`src/sv/beat_pulse_light_assigner_macros.svh`:
```
// Assertion macros for the beat pulse light assigner.
`ifndef BEAT_PULSE_LIGHT_ASSIGNER_MACROS_SVH
`define BEAT_PULSE_LIGHT_ASSIGNER_MACROS_SVH
`ifndef ASSERT_OFF
// Property must hold at every clock edge outside reset.
`define BPLA_ASSERT(lbl, clk, rstn, prop) \
    lbl: assert property (@(posedge clk) disable iff (!rstn) prop) \
        else $error("bpla assertion failed");
// Condition must never be true outside reset.
`define BPLA_NEVER(lbl, clk, rstn, cond) \
    lbl: assert property (@(posedge clk) disable iff (!rstn) !(cond)) \
        else $error("bpla forbidden condition seen");
`else
`define BPLA_ASSERT(lbl, clk, rstn, prop)
`define BPLA_NEVER(lbl, clk, rstn, cond)
`endif
`endif

```
`src/sv/bpla_pkg.sv`:
```
// Shared types and constants of the beat pulse light assigner.
`default_nettype none
package bpla_pkg;
    localparam int BINS_DEF   = 64;
    localparam int LIGHTS_DEF = 8;

    localparam int CFG_IDX_W  = 2;
    localparam int CFG_DATA_W = 8;
    localparam logic [CFG_IDX_W-1:0] CFG_MAG_THR    = 2'd0;
    localparam logic [CFG_IDX_W-1:0] CFG_SPREAD_THR = 2'd1;
    localparam logic [CFG_IDX_W-1:0] CFG_HOLD       = 2'd2;

    localparam logic [7:0] MAG_THR_RST    = 8'd179;
    localparam logic [7:0] SPREAD_THR_RST = 8'd179;
    localparam logic [7:0] HOLD_RST       = 8'd16;

    localparam int VAL_W   = 16;
    localparam int NUM_W   = 6;
    localparam int OWNER_W = 7;
    localparam int HOLD_W  = 8;
    localparam logic [OWNER_W-1:0] NO_BIN_OUT = 7'd64;

    typedef struct packed {
        logic [HOLD_W-1:0]  hold;
        logic [OWNER_W-1:0] owner;
    } t_light;

    typedef enum logic [2:0] {
        ST_IDLE, ST_MARK, ST_SRV_RD, ST_SRV, ST_ASG_RD, ST_ASG, ST_OUT
    } t_state;
endpackage
`default_nettype wire

```
`src/sv/bpla_in_if.sv`:
```
// Channel carrying one spectrum bin word.
`default_nettype none
interface bpla_in_if;
    logic                       valid;
    logic                       ready;
    logic [bpla_pkg::VAL_W-1:0] bin_mag;
    logic [bpla_pkg::VAL_W-1:0] bin_spread;
    logic [bpla_pkg::VAL_W-1:0] frame_mag_max;
    logic [bpla_pkg::VAL_W-1:0] frame_spread_max;
    logic                       clip_seen;
    logic                       frame_end;
    modport source (output valid, bin_mag, bin_spread, frame_mag_max, frame_spread_max,
                    clip_seen, frame_end, input ready);
    modport sink (input valid, bin_mag, bin_spread, frame_mag_max, frame_spread_max,
                  clip_seen, frame_end, output ready);
endinterface
`default_nettype wire

```
`src/sv/bpla_out_if.sv`:
```
// Channel carrying one light result word.
`default_nettype none
interface bpla_out_if;
    logic                         valid;
    logic                         ready;
    logic [bpla_pkg::NUM_W-1:0]   light_number;
    logic                         light_on;
    logic [bpla_pkg::OWNER_W-1:0] owned_bin;
    logic                         newly_assigned;
    logic                         last_light;
    modport source (output valid, light_number, light_on, owned_bin, newly_assigned,
                    last_light, input ready);
    modport sink (input valid, light_number, light_on, owned_bin, newly_assigned,
                  last_light, output ready);
endinterface
`default_nettype wire

```
`src/sv/beat_pulse_light_assigner.sv`:
```
// Top level of the beat pulse light assigner.
//
// The block takes one spectrum bin word per accepted transfer on i_in and, on the word
// that carries frame_end, sends one result word per light on o_out, light 0 first.
// A bin triggers when mag*256 exceeds mag_threshold times the frame maximum and the
// same holds for the spread. Bins past BINS in a frame are ignored.
// Ordinary bin words can be accepted back to back while the block is idle. The frame_end
// word starts a walk over the trigger bits to mark run centres (ST_MARK), then per light
// a read and a serve step (ST_SRV_RD, ST_SRV) to serve owners from the light state
// memory, then per light a read step (ST_ASG_RD), a search step per mark bit examined
// while looking for a free pulse (ST_ASG), and a step to present the result (ST_OUT).
// The light state memory, with one read and one write port, sets this pace.
// While the frame walk runs, i_in.ready is low. Each result waits in the output
// register until the receiver takes it; a stall simply holds the walk at that light.
// Reset (synchronous, active low) restores the register defaults, clears trigger bits,
// marks and the per-light valid bits, so every light reads as holding no bin.
// Configuration writes are taken at any time but are meant for idle periods only.
`default_nettype none
`include "beat_pulse_light_assigner_macros.svh"
module beat_pulse_light_assigner #(
    parameter int BINS   = bpla_pkg::BINS_DEF,
    parameter int LIGHTS = bpla_pkg::LIGHTS_DEF
) (
    input  wire logic                            i_clk,
    input  wire logic                            i_rst_n,
    input  wire logic                            i_cfg_we,
    input  wire logic [bpla_pkg::CFG_IDX_W-1:0]  i_cfg_idx,
    input  wire logic [bpla_pkg::CFG_DATA_W-1:0] i_cfg_data,
    bpla_in_if.sink                              i_in,
    bpla_out_if.source                           o_out
);
    localparam int BW = $clog2(BINS);
    localparam int CW = $clog2(BINS + 1);
    localparam int LW = (LIGHTS > 1) ? $clog2(LIGHTS) : 1;
    localparam logic [CW-1:0] BINS_C = CW'(BINS);
    localparam logic [BW-1:0] TOP_BIN = BW'(BINS - 1);
    localparam logic [LW-1:0] LAST_L = LW'(LIGHTS - 1);
    localparam logic [bpla_pkg::OWNER_W-1:0] NONE_O = bpla_pkg::OWNER_W'(BINS);
    localparam int HOLD_W_L = bpla_pkg::HOLD_W;

    // Configuration registers.
    logic [7:0] r_mag_thr, r_spr_thr, r_hold_fr;

    always_ff @(posedge i_clk) begin
        if (!i_rst_n) begin
            r_mag_thr <= bpla_pkg::MAG_THR_RST;
            r_spr_thr <= bpla_pkg::SPREAD_THR_RST;
            r_hold_fr <= bpla_pkg::HOLD_RST;
        end else if (i_cfg_we) begin
            case (i_cfg_idx)
                bpla_pkg::CFG_MAG_THR:    r_mag_thr <= i_cfg_data;
                bpla_pkg::CFG_SPREAD_THR: r_spr_thr <= i_cfg_data;
                bpla_pkg::CFG_HOLD:       r_hold_fr <= i_cfg_data;
                default: ;
            endcase
        end
    end

    bpla_pkg::t_state r_state, n_state;
    logic [CW-1:0]     r_cnt;
    logic [BINS-1:0]   r_trig, r_mark;
    logic [BW-1:0]     r_scan, r_start;
    logic [LW-1:0]     r_li;
    logic [CW-1:0]     r_j;
    logic [LIGHTS-1:0] r_served, r_lvalid;
    logic              r_clip;

    // Light state memory with a registered read at the current light.
    bpla_pkg::t_light r_mem [LIGHTS];
    bpla_pkg::t_light r_rdata;
    logic             r_rvalid;
    logic             mem_we;
    bpla_pkg::t_light mem_wdata;

    logic r_ovalid;
    logic [bpla_pkg::NUM_W-1:0]   r_onum;
    logic                         r_oon, r_onew, r_olast;
    logic [bpla_pkg::OWNER_W-1:0] r_obin;

    logic in_ready, in_acc, trig_now;
    logic [HOLD_W_L-1:0] rd_hold;
    logic [bpla_pkg::OWNER_W-1:0] rd_owner;
    logic srv_hit, take, asg_done;
    logic cur_t, prv_t;
    logic [BW-1:0] centre;
    logic [HOLD_W_L-1:0] h_a, h_d;
    logic [bpla_pkg::OWNER_W-1:0] o_a, o_d;
    logic s_a, on_d;

    assign in_acc = i_in.valid && in_ready;
    assign trig_now = ({i_in.bin_mag, 8'd0} > (24'(r_mag_thr) * 24'(i_in.frame_mag_max))) &&
                      ({i_in.bin_spread, 8'd0} >
                       (24'(r_spr_thr) * 24'(i_in.frame_spread_max)));

    assign rd_hold  = r_rvalid ? r_rdata.hold  : '0;
    assign rd_owner = r_rvalid ? r_rdata.owner : NONE_O;
    assign srv_hit  = (rd_owner < NONE_O) && r_mark[rd_owner[BW-1:0]];
    assign take     = (rd_hold == '0) && (r_j < BINS_C) && r_mark[r_j[BW-1:0]];
    assign asg_done = (rd_hold != '0) || (r_j == BINS_C) || take;

    // Run edges during the centre-marking walk.
    assign cur_t  = r_trig[r_scan];
    assign prv_t  = r_trig[r_scan - BW'(1)];
    assign centre = r_start + ((r_scan - r_start) >> 1);

    // Assignment, then decay of an unserved light.
    always_comb begin
        h_a = rd_hold;
        o_a = rd_owner;
        s_a = r_served[r_li];
        if (take) begin
            h_a = r_hold_fr;
            o_a = bpla_pkg::OWNER_W'(r_j);
            s_a = 1'b1;
        end
        h_d  = h_a;
        o_d  = o_a;
        on_d = 1'b1;
        if (!s_a) begin
            on_d = 1'b0;
            if (h_a == '0) begin
                o_d = NONE_O;
            end else begin
                h_d = h_a - 8'd1;
            end
            if (r_clip && (h_d < (r_hold_fr >> 1))) begin
                on_d = 1'b1;
            end
        end
    end

    // Next state.
    always_comb begin
        n_state = r_state;
        case (r_state)
            bpla_pkg::ST_IDLE:   if (in_acc && i_in.frame_end) n_state = bpla_pkg::ST_MARK;
            bpla_pkg::ST_MARK:   if (r_scan == TOP_BIN) n_state = bpla_pkg::ST_SRV_RD;
            bpla_pkg::ST_SRV_RD: n_state = bpla_pkg::ST_SRV;
            bpla_pkg::ST_SRV:    n_state = (r_li == LAST_L) ? bpla_pkg::ST_ASG_RD
                                                            : bpla_pkg::ST_SRV_RD;
            bpla_pkg::ST_ASG_RD: n_state = bpla_pkg::ST_ASG;
            bpla_pkg::ST_ASG:    if (asg_done) n_state = bpla_pkg::ST_OUT;
            bpla_pkg::ST_OUT: begin
                if (o_out.ready) begin
                    n_state = (r_li == LAST_L) ? bpla_pkg::ST_IDLE : bpla_pkg::ST_ASG_RD;
                end
            end
            default: n_state = bpla_pkg::ST_IDLE;
        endcase
    end

    // Control outputs of the state machine.
    always_comb begin
        in_ready  = 1'b0;
        mem_we    = 1'b0;
        mem_wdata = '{hold: h_d, owner: o_d};
        case (r_state)
            bpla_pkg::ST_IDLE: in_ready = 1'b1;
            bpla_pkg::ST_SRV: begin
                mem_we    = srv_hit;
                mem_wdata = '{hold: r_hold_fr, owner: rd_owner};
            end
            bpla_pkg::ST_ASG: mem_we = asg_done;
            default: ;
        endcase
    end

    always_ff @(posedge i_clk) begin
        if (mem_we) begin
            r_mem[r_li] <= mem_wdata;
        end
        r_rdata <= r_mem[r_li];
    end

    always_ff @(posedge i_clk) begin
        if (!i_rst_n) begin
            r_lvalid <= '0;
            r_rvalid <= 1'b0;
        end else begin
            if (mem_we) begin
                r_lvalid[r_li] <= 1'b1;
            end
            r_rvalid <= r_lvalid[r_li];
        end
    end

    always_ff @(posedge i_clk) begin
        if (!i_rst_n) begin
            r_state  <= bpla_pkg::ST_IDLE;
            r_cnt    <= '0;
            r_trig   <= '0;
            r_mark   <= '0;
            r_scan   <= '0;
            r_start  <= '0;
            r_li     <= '0;
            r_j      <= '0;
            r_served <= '0;
            r_clip   <= 1'b0;
            r_ovalid <= 1'b0;
        end else begin
            r_state <= n_state;
            case (r_state)
                bpla_pkg::ST_IDLE: begin
                    if (in_acc) begin
                        if (r_cnt < BINS_C) begin
                            r_trig[r_cnt[BW-1:0]] <= trig_now;
                            r_cnt <= r_cnt + CW'(1);
                        end
                        if (i_in.frame_end) begin
                            r_clip   <= i_in.clip_seen;
                            r_mark   <= '0;
                            r_served <= '0;
                            r_scan   <= BW'(1);
                            r_start  <= '0;
                        end
                    end
                end
                bpla_pkg::ST_MARK: begin
                    if (cur_t && !prv_t) begin
                        r_start <= r_scan;
                    end else if (!cur_t && prv_t) begin
                        r_mark[centre] <= 1'b1;
                    end
                    if (r_scan == TOP_BIN) begin
                        r_trig <= '0;
                        r_cnt  <= '0;
                        r_li   <= '0;
                    end else begin
                        r_scan <= r_scan + BW'(1);
                    end
                end
                bpla_pkg::ST_SRV: begin
                    if (srv_hit) begin
                        r_served[r_li] <= 1'b1;
                        r_mark[rd_owner[BW-1:0]] <= 1'b0;
                    end
                    r_li <= (r_li == LAST_L) ? '0 : r_li + LW'(1);
                    r_j  <= '0;
                end
                bpla_pkg::ST_ASG: begin
                    if (take) begin
                        r_mark[r_j[BW-1:0]] <= 1'b0;
                    end
                    if (asg_done) begin
                        r_ovalid <= 1'b1;
                        r_onum   <= bpla_pkg::NUM_W'(r_li);
                        r_oon    <= on_d;
                        r_obin   <= (o_d < NONE_O) ? o_d : bpla_pkg::NO_BIN_OUT;
                        r_onew   <= take;
                        r_olast  <= (r_li == LAST_L);
                    end else begin
                        r_j <= r_j + CW'(1);
                    end
                end
                bpla_pkg::ST_OUT: begin
                    if (o_out.ready) begin
                        r_ovalid <= 1'b0;
                        if (r_li != LAST_L) begin
                            r_li <= r_li + LW'(1);
                        end
                    end
                end
                default: ;
            endcase
        end
    end

    assign i_in.ready           = in_ready;
    assign o_out.valid          = r_ovalid;
    assign o_out.light_number   = r_onum;
    assign o_out.light_on       = r_oon;
    assign o_out.owned_bin      = r_obin;
    assign o_out.newly_assigned = r_onew;
    assign o_out.last_light     = r_olast;

    // Input and output never run together during a frame walk.
    `BPLA_NEVER(a_no_overlap, i_clk, i_rst_n, i_in.ready && o_out.valid)
    // A newly assigned light is always lit.
    `BPLA_ASSERT(a_new_lit, i_clk, i_rst_n, (o_out.valid && o_out.newly_assigned) |-> o_out.light_on)
    // The final result hands control back to the input side.
    `BPLA_ASSERT(a_back_idle, i_clk, i_rst_n, (o_out.valid && o_out.ready && o_out.last_light) |=> i_in.ready)
endmodule
`default_nettype wire

```
`src/flat_wrapper.sv`:
```
// flat-port wrapper written by rule: the top's interface ports become plain ports
module beat_pulse_light_assigner_flat 
#(
    parameter int BINS   = bpla_pkg::BINS_DEF,
    parameter int LIGHTS = bpla_pkg::LIGHTS_DEF
)
  (i_clk, i_rst_n, i_cfg_we, i_cfg_idx, i_cfg_data, i_in_valid, i_in_bin_mag, i_in_bin_spread, i_in_frame_mag_max, i_in_frame_spread_max, i_in_clip_seen, i_in_frame_end, i_in_ready, o_out_valid, o_out_light_number, o_out_light_on, o_out_owned_bin, o_out_newly_assigned, o_out_last_light, o_out_ready);
  bpla_in_if i_in_i ();
  bpla_out_if o_out_i ();
  input  wire logic i_clk;
  input  wire logic i_rst_n;
  input  wire logic i_cfg_we;
  input  wire logic [bpla_pkg::CFG_IDX_W-1:0] i_cfg_idx;
  input  wire logic [bpla_pkg::CFG_DATA_W-1:0] i_cfg_data;
  input wire logic [$bits(i_in_i.valid)-1:0] i_in_valid;
  input wire logic [$bits(i_in_i.bin_mag)-1:0] i_in_bin_mag;
  input wire logic [$bits(i_in_i.bin_spread)-1:0] i_in_bin_spread;
  input wire logic [$bits(i_in_i.frame_mag_max)-1:0] i_in_frame_mag_max;
  input wire logic [$bits(i_in_i.frame_spread_max)-1:0] i_in_frame_spread_max;
  input wire logic [$bits(i_in_i.clip_seen)-1:0] i_in_clip_seen;
  input wire logic [$bits(i_in_i.frame_end)-1:0] i_in_frame_end;
  output wire logic [$bits(i_in_i.ready)-1:0] i_in_ready;
  output wire logic [$bits(o_out_i.valid)-1:0] o_out_valid;
  output wire logic [$bits(o_out_i.light_number)-1:0] o_out_light_number;
  output wire logic [$bits(o_out_i.light_on)-1:0] o_out_light_on;
  output wire logic [$bits(o_out_i.owned_bin)-1:0] o_out_owned_bin;
  output wire logic [$bits(o_out_i.newly_assigned)-1:0] o_out_newly_assigned;
  output wire logic [$bits(o_out_i.last_light)-1:0] o_out_last_light;
  input wire logic [$bits(o_out_i.ready)-1:0] o_out_ready;
  assign i_in_i.valid = i_in_valid;
  assign i_in_i.bin_mag = i_in_bin_mag;
  assign i_in_i.bin_spread = i_in_bin_spread;
  assign i_in_i.frame_mag_max = i_in_frame_mag_max;
  assign i_in_i.frame_spread_max = i_in_frame_spread_max;
  assign i_in_i.clip_seen = i_in_clip_seen;
  assign i_in_i.frame_end = i_in_frame_end;
  assign i_in_ready = i_in_i.ready;
  assign o_out_valid = o_out_i.valid;
  assign o_out_light_number = o_out_i.light_number;
  assign o_out_light_on = o_out_i.light_on;
  assign o_out_owned_bin = o_out_i.owned_bin;
  assign o_out_newly_assigned = o_out_i.newly_assigned;
  assign o_out_last_light = o_out_i.last_light;
  assign o_out_i.ready = o_out_ready;
  beat_pulse_light_assigner #(.BINS(BINS), .LIGHTS(LIGHTS)) u_core (.i_clk(i_clk), .i_rst_n(i_rst_n), .i_cfg_we(i_cfg_we), .i_cfg_idx(i_cfg_idx), .i_cfg_data(i_cfg_data), .i_in(i_in_i), .o_out(o_out_i));
endmodule
```
`config.mk`:
```
export PLATFORM = sky130hd
export DESIGN_NAME = beat_pulse_light_assigner_flat
export DESIGN_NICKNAME = d
export VERILOG_FILES = /design/src/sv/bpla_pkg.sv /design/src/sv/bpla_in_if.sv /design/src/sv/bpla_out_if.sv /design/src/sv/beat_pulse_light_assigner.sv /design/src/flat_wrapper.sv
export VERILOG_INCLUDE_DIRS = /design/src /design/src/sv
export SDC_FILE = /design/constraint.sdc
export NUM_CORES = 2
export LEC_CHECK = 0
export BUFFER_PORTS_ARGS = -buffer_cell sky130_fd_sc_hd__buf_2
export CORE_MARGIN = 5
export CORE_UTILIZATION = 35
export CTS_CLUSTER_SIZE = 8
export DETAILED_ROUTE_END_ITERATION = 8
export PLACE_DENSITY_LB_ADDON = 0.1
export SLEW_MARGIN = 10
export SYNTH_ARGS = -nofsm -noshare
export SYNTH_HDL_FRONTEND = slang
export SYNTH_SLANG_ARGS = --single-unit
```
`constraint.sdc`:
```
create_clock -name i_clk -period 19.99 [get_ports i_clk]
set_input_delay 3.998 -clock i_clk [delete_from_list [all_inputs] [get_ports i_clk]]
set_output_delay 3.998 -clock i_clk [all_outputs]
set_load 0.03 [all_outputs]
```
# == Word level (Yosys, flattened, before mapping) ==
# Memory sizes are Yosys's and may differ from the RTL's. A register that Yosys moved wholly into a read port is not among the register bits.
# Index checks and enable logic that the tools add are counted.
# op_classes
n_mux,83
n_reduce_logical,43
n_bitwise,7
add_sub_neg,8
magnitude_cmp,19
n_mul,2
n_eq_ne,27
# ops
cell,n
$mux W64,9
$pmux W64 S4,1
$and A64 B64 Y64,2
$not A64 Y64,2
$pmux W64 S2,1
$bwmux W64,1
$mux W8,8
$or A64 B64 Y64,1
$mux W7,8
$gt A24 B24 Y1,2
$mul A8 B16 Y24,2
$lt A6 B7 Y1 const B,6
$mux W6,6
$mux W3,10
$lt A7 B7 Y1 const B,4
$pmux W7 S2,2
$bmux W1 S6,4
$demux W1 S6,4
$ge A6 B1 Y1 const B,4
$pmux W6 S2,2
$reduce_and A4 Y1,6
$pmux W3 S7,1
$ne A2 B1 Y1 const B,10
$mux W1,18
other kinds (39),75
# word_totals
ff_bits,216
input_bits,81
n_memories,1
ram_bits,120
# mem_list
name,words,word_bits,rd,rd_clocked_by_memory_dff,write_ports,line_no,source
u_core.r_mem,8,15,1,1,1,beat_pulse_light_assigner.sv:69,bpla_pkg::t_light r_mem [LIGHTS];

# == Logic depth before layout (Yosys ltp) ==
# logic_depth
ltp_word,11
depth_mapped,30
depth_no_buf,29

# == Least setup slack after synthesis ==
# Ideal clock, no wire load.
# synth_timing
path_kind,input to register
start,input port i_in_frame_mag_max[4]
end,register u_core.r_trig[36]
cell_stages,26
path_slack_ps,9498
arrival_time_ps,10400
cell_sequence,and2_1 > fa_1 > fa_1 > fa_1 > inv_1 > fa_1 > inv_1 > ha_1 > a21o_1 > a21oi_1 > o21ai_0 > a31o_2 > a21o_1 > a2111o_1 > a311oi_1 > a21oi_1 > xnor2_1 > ha_1 > nand4_1 > nor2_1 > o2111ai_1 > a211oi_1 > a211oi_1 > nand4_1 > clkbuf_1 > o32ai_1
# synth_via
elab_chain_len,7
# synth_lines
item,line_no,source
"start, declared",flat_wrapper.sv:18,input wire logic [$bits(i_in_i.frame_mag_max)-1:0] i_in_frame_mag_max;
$mul A8 B16 Y24,beat_pulse_light_assigner.sv:91,"assign trig_now = ({i_in.bin_mag, 8'd0} > (24'(r_mag_thr) * 24'(i_in.frame_mag_max))) &&"
$gt A24 B24 Y1,beat_pulse_light_assigner.sv:91,
$logic_and A1 B1 Y1,beat_pulse_light_assigner.sv:91,
$bwmux W64,beat_pulse_light_assigner.sv:206,r_trig[r_cnt[BW-1:0]] <= trig_now;
$mux W64,beat_pulse_light_assigner.sv:205,if (r_cnt < BINS_C) begin
$mux W64,beat_pulse_light_assigner.sv:204,if (in_acc) begin
$pmux W64 S2,beat_pulse_light_assigner.sv:202,case (r_state)
"end signal, assigned by index",beat_pulse_light_assigner.sv:206,
"end, declared",beat_pulse_light_assigner.sv:61,"logic [BINS-1:0] r_trig, r_mark;"
# No other way between the ends. The select of a mux whose other input is x is not followed.
# A chain may end at the register's enable or synchronous reset.

# == Worst setup path in the final report ==
# layout_timing
start,input port i_in_frame_mag_max[4]
end,register u_core.r_trig[60]
# Same word-level chain as after synthesis.

==> flow_summary.yaml <==
status:
  status: "completed"
clock_network:
  cts_hold_buffers: 0
  tritoncts_clock_tree: "built"
  postCtsSetupBuffers: 0
  clockBufferDepth: 3
  ctsHtreeMaxLevel: 2
  numCtsBuffers: 50
  worst_setup_hold_path_clk_slew_ps: 60
  cts_resized: 0
  cts_root_buffer: "sky130_fd_sc_hd__clkbuf_16"
  cts_num_sinks: 351
  worst_skew_pair.late_latency_ps: 610
power_and_ir_drop:
  power_switching_w: 0.00106
  power.combinational.fraction_pct: 44.5
  p_per_area_nw_per_um2: 94.1
  power.share.sequential_pct: 26.8
  post-layout-total-power_w: 0.00283
  irDropWorstVdd_uv: 61.7
  p_sw_share_pct: 37.5
  part_of_the_total_power_dissipated_in_the_clock_network_pct: 28.6
  internal_power_w: 0.00177
  static-leakage-power_nw: 11.8
setup_path:
  slowest_stage: "sky130_fd_sc_hd__fa_1"
  timing.critical_path.to_type: "flop"
  arrival_ps: 11450
  critPathMaxFanout: 14
  ff2ff_setup_slack_ps: 11680
  critPathKind: "primary input to flop"
  timing.critical_path.depth: 27
  worstPathBufferInverterCount: 4
  reg2reg_depth: 27
  worst_path_dominant_cell_family: "compound AO/OA/AOI/OAI gates"
  cpMostUsedCell: "sky130_fd_sc_hd__fa_1"
  critPathMaxStageDelay_ps: 540
  startpoint_type: "primary input"
  critical_path_data_required_time_ps: 20390
sta:
  finalCritPeriodShare_pct: 55.2
  timing.final.max_slew_violations: 0
  tns_ps: 0
  unrepaired_setup_endpoints_after_global_routing: "false"
  slew_headroom_pct: 26.9
  report.final.setup_viol: 0
  tightestPinTransition_ps: 1090
  hold-worst-slack_ps: 464
  timing.fmax_mhz: 90.6
  hold_violations: 0
  min_period_ps: 11040
  timing.clock.skew_ps: 43.2
cells_and_area:
  stdcell_count: 3992
  total_area_of_sequential_cells_um2: 8360
  final_layout_size_suffix_gt1_share_pct: 11.8
  area.growth.synth_to_final_pct: 10.8
  design.final.nets: 3316
  layout.filler_cells: 7748
  final_area_um2: 30100
  multiInputGateArea_um2: 17200
global_route:
  global_route_wire_length_before_repair_um: 138000
  vias_in_the_first_global_route: 23200
  globalRoute.totalOverflow: 0
  antenna_found_initial: 3
  grt_max_degree: 93
  all_layer_gr_usage_pct: 20.9
drt:
  firstDrtPassIters: 7
  drc: 0
  vias: 22700
  post_drt_via_cell_ratio: 5.68
  postRouteWirelength_um: 88400
  postRouteAntennaNets: 0
  detail_route.iter0.violations: 1640
  avgRoutedWirePerCell_um: 22.1
hold_path:
  min_path_cells: 1
  worst_hold_path_type: "flop to flop"
die:
  start_util_pct: 35.1
  std_cell_rows: 102
  floorplan.io_pins: 99
  core_area_um2: 77200
  die_w_um: 288
  fp.dieArea_um2: 83200
  vertical_die_dimension_um: 288
place:
  hpwl_after_dpl_um: 62500
  postPlaceCellArea_um2: 28600
  numPlacedInstances: 3909
  place_congestion: 0.879
  io_buffers: 95
yosys:
  synth.yosys.seq_area_share_pct: 30.8
  synth_area_per_cell_um2: 9.37
  mappedNetlistArea_um2: 27100
  synth.yosys.warnings: 0
  netlist_instances: 2894
  yosys.cell_types.count: 86
  count_of_flip_flops_with_a_built_in_enable_after_synthesis: 133
  synth.ff_latch_count: 351
  asyncSetResetFlopFracSynth_pct: 0
  yosys_most_used_dff: "sky130_fd_sc_hd__dfxtp_1"
flow_run:
  cap_viol_max_count: 0
flip-flops by register name (all words and copies together), names as in the netlist, 6 cells and up:
register / flops
u_core.r_rdata: 15
u_core.r_cnt: 7
u_core.r_scan: 6
u_core.r_j: 7
u_core.r_mark: 64
u_core.r_hold_fr: 8
u_core.r_mag_thr: 8
u_core.r_mem: 120
u_core.r_start: 6
u_core.r_served: 8
u_core.r_trig: 64
u_core.r_lvalid: 8
u_core.o_out.owned_bin: 7
u_core.r_spr_thr: 8
worst register-to-register path, cell delays in order, from the launching register on:
cell and delay [ps]:
sky130_fd_sc_hd__dfxtp_1 760, sky130_fd_sc_hd__nand2_1 170, sky130_fd_sc_hd__fa_1 520, sky130_fd_sc_hd__fa_1 570, sky130_fd_sc_hd__inv_1 70, sky130_fd_sc_hd__fa_1 540, sky130_fd_sc_hd__inv_1 60, sky130_fd_sc_hd__fa_1 530
sky130_fd_sc_hd__inv_1 40, sky130_fd_sc_hd__ha_1 350, sky130_fd_sc_hd__and3_1 190, sky130_fd_sc_hd__a21oi_1 190, sky130_fd_sc_hd__nand4_1 160, sky130_fd_sc_hd__a31o_2 270, sky130_fd_sc_hd__a21o_1 210, sky130_fd_sc_hd__a2111o_1 440
sky130_fd_sc_hd__a311oi_1 350, sky130_fd_sc_hd__a21oi_1 140, sky130_fd_sc_hd__xnor2_1 160, sky130_fd_sc_hd__ha_1 300, sky130_fd_sc_hd__nand4_1 90, sky130_fd_sc_hd__nor2_1 260, sky130_fd_sc_hd__o2111ai_1 160, sky130_fd_sc_hd__a211oi_1 540
sky130_fd_sc_hd__a211oi_1 110, sky130_fd_sc_hd__buf_4 210, sky130_fd_sc_hd__nand4_1 530, sky130_fd_sc_hd__o32ai_1 210
power by group through the flow:
| stage | Clock [W] | Sequential [W] | Combinational [W] |
|---|---|---|---|
| 4_1_cts | 0.000829 | 0.000759 | 0.00128 |
| 6_report | 0.000810 | 0.000760 | 0.00126 |
| 3_3_place_gp | 0 | 0.000774 | 0.00124 |
| 2_1_floorplan | 0 | 0.000764 | 0.000978 |
| 5_1_grt | 0.000858 | 0.000760 | 0.00146 |
| 3_5_place_dp | 0 | 0.000774 | 0.00127 |
cells in the mapped netlist (16+ instances only):
cell	number	share of area, %
sky130_fd_sc_hd__nand4_1	35	0.81
sky130_fd_sc_hd__buf_1	16	0.22
sky130_fd_sc_hd__xor2_1	29	0.94
sky130_fd_sc_hd__nor3b_1	21	0.58
sky130_fd_sc_hd__mux4_2	45	3.7
sky130_fd_sc_hd__nor2b_1	31	0.71
sky130_fd_sc_hd__xnor2_1	40	1.3
sky130_fd_sc_hd__a21oi_1	177	3.3
sky130_fd_sc_hd__nand2_1	232	3.2
sky130_fd_sc_hd__inv_1	239	3.3
sky130_fd_sc_hd__a22o_1	21	0.68
sky130_fd_sc_hd__fa_1	170	13
sky130_fd_sc_hd__o21ai_0	112	2.1
sky130_fd_sc_hd__clkbuf_1	120	1.7
sky130_fd_sc_hd__edfxtp_1	133	15
sky130_fd_sc_hd__a22oi_1	68	1.9
sky130_fd_sc_hd__a211oi_1	24	0.66
sky130_fd_sc_hd__nor2_1	185	2.6
sky130_fd_sc_hd__o221a_2	60	2.5
sky130_fd_sc_hd__or3_1	19	0.44
sky130_fd_sc_hd__a21o_1	26	0.72
sky130_fd_sc_hd__o211ai_1	31	0.86
sky130_fd_sc_hd__o22ai_1	62	1.4
sky130_fd_sc_hd__and3_1	18	0.42
sky130_fd_sc_hd__nor3_1	37	0.68
sky130_fd_sc_hd__nand3_1	62	1.1
sky130_fd_sc_hd__and2_1	208	4.8
sky130_fd_sc_hd__dfxtp_1	218	16
sky130_fd_sc_hd__buf_2	22	0.41
sky130_fd_sc_hd__mux2i_1	38	1.4
sky130_fd_sc_hd__nand2b_1	29	0.67
sky130_fd_sc_hd__ha_1	144	6.6
routing by layer:
metal  GRT usage [%]  up-vias  share of wire, %  wire (µm)
li1                -    10400                 -          -
met1            27.6    11300                43      38000
met2            35.3      757                48      42300
met3            3.25      184               6.0       5260
met4            6.79        4               3.2       2840
met5               0        -             0.026         23
cells by family after synthesis:
| family | after synthesis | synth area share, % |
|---|---|---|
| mux | 92 | 5.51 |
| simple gates | 934 | 17.7 |
| other cells | 1 | 0.0138 |
| fa+ha+maj | 314 | 19.2 |
| buf+inv | 410 | 5.98 |
| compound gates | 723 | 18.6 |
| flops | 351 | 30.8 |
| xor+xnor | 69 | 2.23 |
per-stage QoR:
stage,setup slack (ps),utilization (%)
final,8950,38.9
after global routing,8520,38.9
after CTS,8870,38.9
after detailed placement,8280,37.1
after global placement,8360,37.1
after floorplan,9500,-
final timing paths:
check	startpoint	end
hold / removal	u_core.r_lvalid[6]	u_core.r_lvalid[6]
hold reg to reg	u_core.r_lvalid[6]	u_core.r_lvalid[6]
setup reg to reg	u_core.r_mag_thr[6]	u_core.r_trig[60]
setup / recovery	i_in_frame_mag_max[4]	u_core.r_trig[60]
placed cells by master (no fill, tap or decap), drive strengths merged, types with 9 or more instances in the layout:
cell type / n
o211ai: 31
fa: 170
nand2: 232
or3: 20
ha: 144
xnor2: 40
a22oi: 69
a21oi: 178
o21ai: 115
edfxtp: 133
nor2: 186
a221oi: 10
dfxtp: 218
o31ai: 9
a211oi: 25
o21a: 14
a31oi: 12
o22ai: 62
and3: 18
clkbuf: 77
buf: 144
o32ai: 12
mux4: 45
o221a: 64
nand3: 63
nand2b: 29
inv: 241
a22o: 21
a21o: 26
mux2i: 38
nand4: 39
nor3: 37
nand3b: 10
mux2: 9
nor2b: 31
xor2: 29
nor4: 11
nor3b: 21
and2: 208
cell type report:
cell class,count,share of cell area [%]
antenna,2,0.0166
multi-input combinational,2135,57.2
timing repair buffer,144,2.81
clock buffer,77,4.50
tap,1040,4.33
inverter,239,2.98
sequential,351,27.8
clock inverter,4,0.333
Note: power is estimated with default switching activity, not from simulation.
